[config.mk]
export PLATFORM = sky130hd
export DESIGN_NAME = circular_queue_with_traverse
export DESIGN_NICKNAME = d
export VERILOG_FILES = /design/src/rtl/cqt_pkg.sv /design/src/rtl/circular_queue_with_traverse.sv /design/src/rtl/cqt_ram.sv /design/src/rtl/cqt_ctrl.sv
export SDC_FILE = /design/constraint.sdc
export NUM_CORES = 1
export LEC_CHECK = 0
export BUFFER_PORTS_ARGS = -buffer_cell sky130_fd_sc_hd__buf_2
export CAP_MARGIN = 20
export CORE_MARGIN = 1.5
export CORE_UTILIZATION = 50
export DETAILED_ROUTE_END_ITERATION = 8
export GPL_TIMING_DRIVEN = 0
export PLACE_DENSITY_LB_ADDON = 0.15
export SLEW_MARGIN = 20
export SYNTH_ARGS = -nofsm -noshare
export SYNTH_HDL_FRONTEND = slang
export SYNTH_HIERARCHICAL = 1
export SYNTH_SLANG_ARGS = --single-unit
export TNS_END_PERCENT = 20
[constraint.sdc]
create_clock -name clk -period 5.9 [get_ports clk]
set_input_delay 0.295 -clock clk [delete_from_list [all_inputs] [get_ports clk]]
set_output_delay 0.295 -clock clk [all_outputs]
set_load 0.01 [all_outputs]
[src/rtl/cqt_pkg.sv]
// ----------------------------------------------------------------------------
// cqt_pkg
// Shared types, constants and helpers for the circular queue with traverse.
// ----------------------------------------------------------------------------
package cqt_pkg;

    // Queue geometry
    localparam int DEPTH  = 8;
    localparam int IDX_W  = $clog2(DEPTH);
    localparam int DATA_W = 32;

    // Operation codes
    localparam logic [1:0] FN_INSERT   = 2'd0;
    localparam logic [1:0] FN_DELETE   = 2'd1;
    localparam logic [1:0] FN_TRAVERSE = 2'd2;

    // Status codes
    localparam logic [1:0] ST_OK    = 2'd0;
    localparam logic [1:0] ST_FULL  = 2'd1;
    localparam logic [1:0] ST_EMPTY = 2'd2;

    // Input word
    typedef struct packed {
        logic [1:0]               func;
        logic signed [DATA_W-1:0] value;
    } in_word_t;

    // Output word
    typedef struct packed {
        logic [1:0]               status;
        logic signed [DATA_W-1:0] data;
        logic                     last;
    } out_word_t;

    // Control sequencer states
    typedef enum logic {
        S_IDLE,
        S_EXEC
    } state_t;

    // Index step with wrap at the end of the store
    function automatic logic [IDX_W-1:0] wrap_inc(input logic [IDX_W-1:0] idx);
        logic [IDX_W-1:0] res;
        if (idx == IDX_W'(DEPTH - 1))
            res = '0;
        else
            res = idx + 1'b1;
        return res;
    endfunction

endpackage

[src/rtl/circular_queue_with_traverse.sv]
// ----------------------------------------------------------------------------
// circular_queue_with_traverse
// Circular queue of signed 32-bit elements with insert, delete and traverse.
// ----------------------------------------------------------------------------
// Usage:
//   Input channel (in_valid/in_ready/in_word) carries one command word:
//   func selects insert, delete or traverse, value is the element to insert.
//   Output channel (out_valid/out_ready/out_word) returns status, data and
//   last. Insert and delete give one word; traverse gives one word per
//   stored element from front to rear (last set on the rear), or a single
//   empty word. An unused func code is swallowed with no result.
//   Timing: on accept the command word is latched and the sequencer enters
//   its execute state, whose result word is then registered in the output
//   register. Each command has an accept step that issues the front-slot
//   read; traverse then gives one word per cycle unless the output stalls.
//   A new command is taken while the last result still waits in the output
//   register. When the output register is full and out_ready is low, the
//   sequencer holds its result and RAM read data and stops; nothing is lost.
//   Reset empties the queue at once; slot contents are not cleared, since
//   data read from a slot that was never written is never returned.
// ----------------------------------------------------------------------------
module circular_queue_with_traverse (
    input  logic               clk,
    input  logic               rst_n,
    input  logic               in_valid,
    output logic               in_ready,
    input  cqt_pkg::in_word_t  in_word,
    output logic               out_valid,
    input  logic               out_ready,
    output cqt_pkg::out_word_t out_word
);

    logic               res_valid;
    logic               res_ready;
    cqt_pkg::out_word_t res_word;

    logic               out_valid_reg;
    cqt_pkg::out_word_t out_word_reg;

    cqt_ctrl u_ctrl (
        .clk       (clk),
        .rst_n     (rst_n),
        .in_valid  (in_valid),
        .in_ready  (in_ready),
        .in_word   (in_word),
        .res_valid (res_valid),
        .res_ready (res_ready),
        .res_word  (res_word)
    );

    // Output register takes a word when empty or being drained
    assign res_ready = !out_valid_reg || out_ready;

    always_ff @(posedge clk or negedge rst_n)
    begin
        if (!rst_n)
            out_valid_reg <= 1'b0;
        else if (res_ready)
            out_valid_reg <= res_valid;
    end

    always_ff @(posedge clk)
    begin
        if (res_ready && res_valid)
            out_word_reg <= res_word;
    end

    assign out_valid = out_valid_reg;
    assign out_word  = out_word_reg;

endmodule

[src/rtl/cqt_ram.sv]
// ----------------------------------------------------------------------------
// cqt_ram
// Simple dual-port synchronous RAM, one write and one read port, registered
// read data that holds while no read is issued.
// ----------------------------------------------------------------------------
module cqt_ram #(
    parameter int DEPTH = 8,
    parameter int WIDTH = 32
) (
    input  logic                     clk,
    input  logic                     wr_en,
    input  logic [$clog2(DEPTH)-1:0] wr_addr,
    input  logic [WIDTH-1:0]         wr_data,
    input  logic                     rd_en,
    input  logic [$clog2(DEPTH)-1:0] rd_addr,
    output logic [WIDTH-1:0]         rd_data
);

    logic [WIDTH-1:0] mem [DEPTH];

    // Write port
    always_ff @(posedge clk)
    begin
        if (wr_en)
            mem[wr_addr] <= wr_data;
    end

    // Read port, registered read data
    always_ff @(posedge clk)
    begin
        if (rd_en)
            rd_data <= mem[rd_addr];
    end

endmodule

[src/rtl/cqt_ctrl.sv]
// ----------------------------------------------------------------------------
// cqt_ctrl
// Queue sequencer: holds front/rear pointers and the empty flag, latches one
// command word, reads and writes the slot store, gives result words singly.
// ----------------------------------------------------------------------------
module cqt_ctrl (
    input  logic              clk,
    input  logic              rst_n,
    input  logic              in_valid,
    output logic              in_ready,
    input  cqt_pkg::in_word_t in_word,
    output logic              res_valid,
    input  logic              res_ready,
    output cqt_pkg::out_word_t res_word
);

    cqt_pkg::state_t state_reg, state_next;
    cqt_pkg::in_word_t cmd_reg;

    logic [cqt_pkg::IDX_W-1:0] front_reg, front_next;
    logic [cqt_pkg::IDX_W-1:0] rear_reg, rear_next;
    logic [cqt_pkg::IDX_W-1:0] trav_reg, trav_next;
    logic                      empty_reg, empty_next;

    logic                       accept;
    logic                       fire;
    logic                       full;
    logic                       wr_en;
    logic [cqt_pkg::IDX_W-1:0]  wr_addr;
    logic                       rd_en;
    logic [cqt_pkg::IDX_W-1:0]  rd_addr;
    logic [cqt_pkg::DATA_W-1:0] rd_data;

    // Slot store
    cqt_ram #(
        .DEPTH (cqt_pkg::DEPTH),
        .WIDTH (cqt_pkg::DATA_W)
    ) u_ram (
        .clk     (clk),
        .wr_en   (wr_en),
        .wr_addr (wr_addr),
        .wr_data (cmd_reg.value),
        .rd_en   (rd_en),
        .rd_addr (rd_addr),
        .rd_data (rd_data)
    );

    assign accept = in_valid && in_ready;
    assign fire   = res_valid && res_ready;
    assign full   = (cqt_pkg::wrap_inc(rear_reg) == front_reg);

    // Next state
    always_comb
    begin
        state_next = state_reg;
        case (state_reg)
            cqt_pkg::S_IDLE:
            begin
                if (accept && (in_word.func == cqt_pkg::FN_INSERT ||
                               in_word.func == cqt_pkg::FN_DELETE ||
                               in_word.func == cqt_pkg::FN_TRAVERSE))
                    state_next = cqt_pkg::S_EXEC;
            end
            cqt_pkg::S_EXEC:
            begin
                if (fire && res_word.last)
                    state_next = cqt_pkg::S_IDLE;
            end
            default: state_next = cqt_pkg::S_IDLE;
        endcase
    end

    // Outputs: handshake, memory accesses and result word
    always_comb
    begin
        in_ready        = 1'b0;
        res_valid       = 1'b0;
        res_word.status = cqt_pkg::ST_OK;
        res_word.data   = '0;
        res_word.last   = 1'b1;
        wr_en           = 1'b0;
        wr_addr         = cqt_pkg::wrap_inc(rear_reg);
        rd_en           = 1'b0;
        rd_addr         = front_reg;
        case (state_reg)
            cqt_pkg::S_IDLE:
            begin
                // front slot is read up front for delete and traverse
                in_ready = 1'b1;
                rd_en    = accept;
            end
            cqt_pkg::S_EXEC:
            begin
                case (cmd_reg.func)
                    cqt_pkg::FN_INSERT:
                    begin
                        res_valid = 1'b1;
                        if (empty_reg)
                        begin
                            wr_addr = '0;
                            wr_en   = res_ready;
                        end
                        else if (full)
                            res_word.status = cqt_pkg::ST_FULL;
                        else
                            wr_en = res_ready;
                    end
                    cqt_pkg::FN_DELETE:
                    begin
                        res_valid = 1'b1;
                        if (empty_reg)
                            res_word.status = cqt_pkg::ST_EMPTY;
                        else
                            res_word.data = rd_data;
                    end
                    cqt_pkg::FN_TRAVERSE:
                    begin
                        res_valid = 1'b1;
                        rd_addr   = cqt_pkg::wrap_inc(trav_reg);
                        if (empty_reg)
                            res_word.status = cqt_pkg::ST_EMPTY;
                        else
                        begin
                            res_word.data = rd_data;
                            res_word.last = (trav_reg == rear_reg);
                            // fetch the next slot as this one leaves
                            rd_en = res_ready && (trav_reg != rear_reg);
                        end
                    end
                    default: res_valid = 1'b0;
                endcase
            end
            default: in_ready = 1'b0;
        endcase
    end

    // Pointer and flag updates
    always_comb
    begin
        front_next = front_reg;
        rear_next  = rear_reg;
        empty_next = empty_reg;
        trav_next  = trav_reg;
        if (accept)
            trav_next = front_reg;
        if (fire && state_reg == cqt_pkg::S_EXEC)
        begin
            case (cmd_reg.func)
                cqt_pkg::FN_INSERT:
                begin
                    if (empty_reg)
                    begin
                        front_next = '0;
                        rear_next  = '0;
                        empty_next = 1'b0;
                    end
                    else if (!full)
                        rear_next = cqt_pkg::wrap_inc(rear_reg);
                end
                cqt_pkg::FN_DELETE:
                begin
                    if (!empty_reg)
                    begin
                        if (front_reg == rear_reg)
                        begin
                            front_next = '0;
                            rear_next  = '0;
                            empty_next = 1'b1;
                        end
                        else
                            front_next = cqt_pkg::wrap_inc(front_reg);
                    end
                end
                cqt_pkg::FN_TRAVERSE:
                begin
                    trav_next = cqt_pkg::wrap_inc(trav_reg);
                end
                default: trav_next = trav_reg;
            endcase
        end
    end

    // Control registers
    always_ff @(posedge clk or negedge rst_n)
    begin
        if (!rst_n)
        begin
            state_reg <= cqt_pkg::S_IDLE;
            front_reg <= '0;
            rear_reg  <= '0;
            empty_reg <= 1'b1;
            trav_reg  <= '0;
        end
        else
        begin
            state_reg <= state_next;
            front_reg <= front_next;
            rear_reg  <= rear_next;
            empty_reg <= empty_next;
            trav_reg  <= trav_next;
        end
    end

    // Command word
    always_ff @(posedge clk)
    begin
        if (accept)
            cmd_reg <= in_word;
    end

endmodule
== Word level (Yosys, flattened, before mapping) ==
Memory sizes are Yosys's and may differ from the RTL's. A register that Yosys moved wholly into a read port is not among the register bits.
Cells that the tools add are included.
Cells by class
  $add $sub $neg: 3
  equality and inequality tests: 16
  muxes and demuxes: 47
  bitwise logic cells: 1
  reduce and logical (&&, ||, !) cells: 19
Operators by type and width (number)
  32-bit one-hot mux with 2 select lines: 1
  3-bit two-way mux: 17
  33-bit two-way mux: 1
  32-bit two-way mux: 1
  1-bit two-way mux: 18
  3-bit one-hot mux with 2 select lines: 3
  3-bit by 1-bit adder with 3-bit output, second input constant: 3
  3-bit equality test: 3
  3-bit equality test, second input constant: 3
  1-bit logical AND: 6
  1-bit one-hot mux with 2 select lines: 3
  5-bit AND reduction: 1
  2-bit by 1-bit equality test with 1-bit output, second input constant: 2
  2-bit equality test, second input constant: 2
  2-bit zero test: 2
  2-bit two-way mux: 2
  2-bit by 1-bit != test with 1-bit output, second input constant: 2
  2-bit one-hot mux with 2 select lines: 1
  4-bit AND reduction: 1
  2-bit OR reduction: 2
  1-bit logical OR: 3
  3-bit by 2-bit != test with 1-bit output, second input constant: 1
  3-bit != test: 1
  3-bit != test, second input constant: 1
  other kinds (6): 6
Word-level totals
  flip-flop bits (word level): 81
  RAM bits: 256
  bits of input ports: 38
  output and inout bits: 37
  word-level logic and storage cells: 98
  memories: 1
Memories
  u_ctrl.u_ram.mem: words 8, bits a word 32, rd ports 1, clocked after Yosys merged registers in 1, wr ports 1, RTL line cqt_ram.sv:19  | logic [WIDTH-1:0] mem [DEPTH];

== Logic depth before layout (Yosys ltp) ==
  depth in word-level cells: 9
  mapped depth: 8
  gate-level depth less buffers: 8

== By module ==
The synthesis kept the hierarchy.
Modules (own cells, without submodules)
  cqt_ram: instances 1, cells an instance 415, area each 10786.6 um^2, sequential area each 8648.3 um^2
  cqt_ctrl: instances 1, cells an instance 188, area each 2262.2 um^2, sequential area each 1297.5 um^2
  circular_queue_with_traverse: instances 1, cells an instance 39, area each 1104.8 um^2, sequential area each 1076.0 um^2

== Least setup slack after synthesis ==
OpenSTA, ideal clock, no wires.
  kind: reg2reg
  from: register u_ctrl/rear_reg[1] in the netlist's numbering
  to: memory u_ctrl.u_ram.mem[0][0] (enable)
  library setup time: 0.461 ns
  arrival: 3.965 ns
  data required time: 5.439 ns
  path slack: 1.474 ns
  cell stages (with the launch flop): 9
  buffers on the path: 0
  period minus slack after synthesis: 4.426 ns
  cell sequence: dfrtp_1 -> ha_1 -> ha_1 -> or3_4 -> and4_4 -> nand2_1 -> and4_1 -> nand2b_1 -> nor3_1
Between the ends
  longest elaborated chain between the ends: 9
  elaborated cells on any way between the ends: 13
  classes of those cells: add/sub: 1; eq/ne: 2; mux: 10
Ends and longest elaborated chain
  from (decl): RTL line cqt_ctrl.sv:21  | logic [cqt_pkg::IDX_W-1:0] rear_reg, rear_next;
  from (signal assigned): RTL line cqt_ctrl.sv:198  | rear_reg <= rear_next;
  3-bit by 1-bit adder with 3-bit output or 3-bit equality test (tied branches): RTL line cqt_pkg.sv:47, cqt_pkg.sv:44
  3-bit two-way mux *: RTL line cqt_pkg.sv:44  | if (idx == IDX_W'(DEPTH - 1))
  3-bit equality test *: RTL line cqt_ctrl.sv:50  | assign full = (cqt_pkg::wrap_inc(rear_reg) == front_reg);
  1-bit two-way mux *: RTL line cqt_ctrl.sv:103  | else if (full)
  1-bit two-way mux *: RTL line cqt_ctrl.sv:98  | if (empty_reg)
  1-bit two-way mux *: RTL line cqt_ctrl.sv:94  | case (cmd_reg.func)
  1-bit two-way mux *: RTL line cqt_ctrl.sv:85  | case (state_reg)
  named net u_ctrl.wr_en: RTL line cqt_ctrl.sv:28  | logic wr_en;
  1-bit two-way mux *: RTL line cqt_ram.sv:24  | if (wr_en)
  1-bit two-way mux (not written as such) *: RTL line cqt_ram.sv:25  | mem[wr_addr] <= wr_data;
  to (decl): RTL line cqt_ram.sv:19
Mark *: on every way through the listed nets, which the timed path passes. The rest lies on a longest branch.

== Worst setup path in the final report ==
  from: register u_ctrl/rear_reg[1] in the netlist's numbering
  to: memory u_ctrl.u_ram.mem[4][18] (enable)
The elaborated chain is that of the path after synthesis.

==> results.md <==
* Detailed Route WL at 27,300 um
* Slew HR at 41.9%
* CTS Root Cell: clkbuf_16
* Vias in the first global route at 6,865
* Slew Limit Fails at 0
* Syn Std Cell Area at roughly 0.014 sq mm
* Filler instances at 1,960
* Global-route met1 utilization at between 20 and 30%
* Crit path DAT at 3710 ps
* Dpl ws at 2420 ps
* Worst-margin pin slew at ~860 ps
* Post-Place Cells at 1,116
* TritonCTS clock tree: yes
* WL/cell at approximately 22 um
* Ys Warns at 6
* Post-DP HPWL at 16,800 um
* Part of the cycle the worst path needs at 59.2%
* Startpoint Class: flip-flop
* Mapped Cells at 642
* CTS resizes at 0
* Post-synthesis cell type count at 46
* RSZ-0062 raised after global routing: false
* Row count at 61
* Antenna violations before repair at 0
* Met3 global-route usage at 3.22%
* GR Layer Usage met2 at 33.6%
* Clock Pin Slew Worst Setup and Hold Paths at 60 ps
* Hold EP: u_ctrl/state_reg
* # clock sinks at 369
* P_leak at 0.00579 uW
* Hold Path Class: in -> reg
* Post-Syn Area per Cell at 22.0 sq um
* DRC viols at 0
* Critical R2R Launch: u_ctrl/rear_reg[1]
* Post-CTS Setup Repair Bufs at 0
* CP max-delay cell: nor3_2
* MaxCap Viol Count at 0
* Max reg flops at approximately 260
* First-pass GRT wire length at 40,600 um
* Clk_lat worst skew at 530 ps
* Hold Vio Cnt, Final at 0
* Busiest grt layer: met2
* Nets at 862
* VDD IR max at 0.000196 V
* Die Height at 171 um
* EDFF count, synth at around 360
* Seq cells post-synth at between 300 and 400
* Total congestion overflow at 0
* Worst hold slack at 87.6 ps
* Crit Path Max Fanout at 7
* Port Buffers at 74
* H-tree levels at 2
* Num CTS Buffers at 39
* Layout cells sized above 1 at 30.0%
* CORE AREA at 0.0279 sq mm
* Tot GR Track Use at 19.3%
* Die X at 171 um
* Die ar. at approximately 0.029 sq mm
* Initial Utilization at 50.8%
* Diodes inserted at 0
* Post-route minimum period at around 3500 ps
* Max Clock Skew at 19.6 ps
* Num ports at 75
* Async set-or-reset flop fraction in the synthesized netlist at under 10%
* Cell chain of the critical path: ha_1 -> ha_1 -> or3_4 -> and4_4 -> nand2_1 -> and4_1 -> nand2_1 -> nor3_2 -> buf_4 -> buf_4
* Largest stage delay on the critical path at 630 ps
* Clock tree buffer depth at 3
* Setup ws final at 2410 ps
* Cells on worst reg2reg path at 10
* Fmax achieved at roughly 0.29 GHz
* Top FF cell, synth: edfxtp_1
* Worst r2r dst: u_ctrl/u_ram/mem[4][18]
* Hold depth at 3
* Critical path class: reg -> reg
* First-pass detailed-route iteration total at 4
* Status: completed
* DR vias at 6,666
* Pin count of the biggest net entering global routing at 36
* Vias per cell at 5.46
* Power Density at 459 mW/mm^2
* Reg2Reg Setup Slack at 2410 ps
* Net Count, Synth at 690
* HP Start: in_valid
* CP required at 6120 ps
* # setup viols final at 0
* Gpl congestion at 0.776
* Critical Path End Type: flip-flop
* Initial drt markers at 542
* Area delta synth->final at 20.4%
* Power Total at 7820 uW
* Register area share after synthesis at about 80%
* Post-layout util at between 60% and 70%
* Post-DRT Antenna Nets at 0
* Non-filler cells in the finished layout at 1,221
-- routing by layer --
| metal | vias to the layer above | part of all wire (%) |
|---|---|---|
| met1 | 3457 | 42 |
| met5 | - | 0 |
| met3 | 42 | 5.0 |
| met4 | 0 | 2.1 |
| li1 | 2995 | - |
| met2 | 172 | 51 |
-- power breakdown --
group	switching (uW)	total [uW]	internal, uW	leakage (uW)
registers	166	3550	3390	0.00340
logic	962	1900	934	0.00178
clock network	972	2370	1400	0.000609
total	2100	7820	5720	0.00579
-- cells in the mapped netlist (all sizes together), types with 6 or more instances --
library cell	number	area, sq um
xnor2	9	86.3
nand2b	6	47.5
inv	9	33.8
buf	20	154
a21oi	8	40.0
and2	34	216
nand2	14	52.6
mux2	35	394
mux4	64	1590
ha	10	125
dfrtp	11	275
nor2	15	56.3
edfxtp	357	10700
nor3	6	30.0
-- cells in the final DEF (no fill, tap or decap), drive strengths merged, types with 6 or more instances in the layout --
cell type / count
nor3: 6
dfrtp: 11
a21oi: 8
and2: 34
xnor2: 9
mux4: 64
mux2: 35
nand2b: 6
ha: 10
nand2: 14
dlygate4sd3: 35
nor2: 15
edfxtp: 357
clkinv: 13
inv: 10
buf: 116
clkbuf: 54
-- stage by stage --
| step | setup TNS (ps) | instance area [sq um] |
|---|---|---|
| finish | 0 | 17000 |
| global route | 0 | 17000 |
| CTS | 0 | 17000 |
| detailed placement | 0 | 15400 |
| global placement | -90000 | 15000 |
| floorplan | 0 | 14200 |
-- worst max-delay path by stage --
stage	start	endpoint	slack, ps	depth (start not counted)
after floorplan	u_ctrl/rear_reg[1]	u_ctrl/u_ram/mem[0][0]	1470	8
final	u_ctrl/rear_reg[1]	u_ctrl/u_ram/mem[4][18]	2410	10
after detailed placement	u_ctrl/rear_reg[1]	u_ctrl/u_ram/mem[4][10]	2420	10
after global routing	u_ctrl/rear_reg[1]	u_ctrl/u_ram/mem[4][12]	2230	10
after CTS	u_ctrl/rear_reg[1]	u_ctrl/u_ram/mem[4][12]	2380	10
after global placement	u_ctrl/rear_reg[1]	u_ctrl/u_ram/mem[0][9]	-1480	8
-- area by class of cell --
class | instances | area [sq um] | area share (%)
plain buffers | 25 | 173 | 1.01
clock buffers | 49 | 1040 | 6.13
clock inverters | 21 | 215 | 1.26
inverters | 9 | 33.8 | 0.198
multi-input cells | 239 | 2980 | 17.5
flip-flops and latches | 369 | 11000 | 64.7
well taps | 378 | 473 | 2.78
repair buffers | 131 | 1100 | 6.43
-- logic make-up after synthesis --
group / share of synthesized area, %
flip-flops: 77.9
multiplexers: 14.2
AND/OR/NAND/NOR: 4.00
buffers and inverters: 1.46
AO/OA/AOI/OAI: 0.928
adder cells (fa/ha/maj): 0.884
XOR/XNOR: 0.610
-- worst max-delay path: cells and delay by family, from the launching register on --
family	cells	cell delay (ps)
DFF	1	470
adders and majority gates	2	470
buffers and inverters	2	490
and+or+nand+nor	6	1770
-- repair_timing --
action	in CTS	in global routing
setup endpoints to repair	0	0
hold buffers	35	0
hold endpoints to repair	46	0
Power figures use the tool's default switching activity.
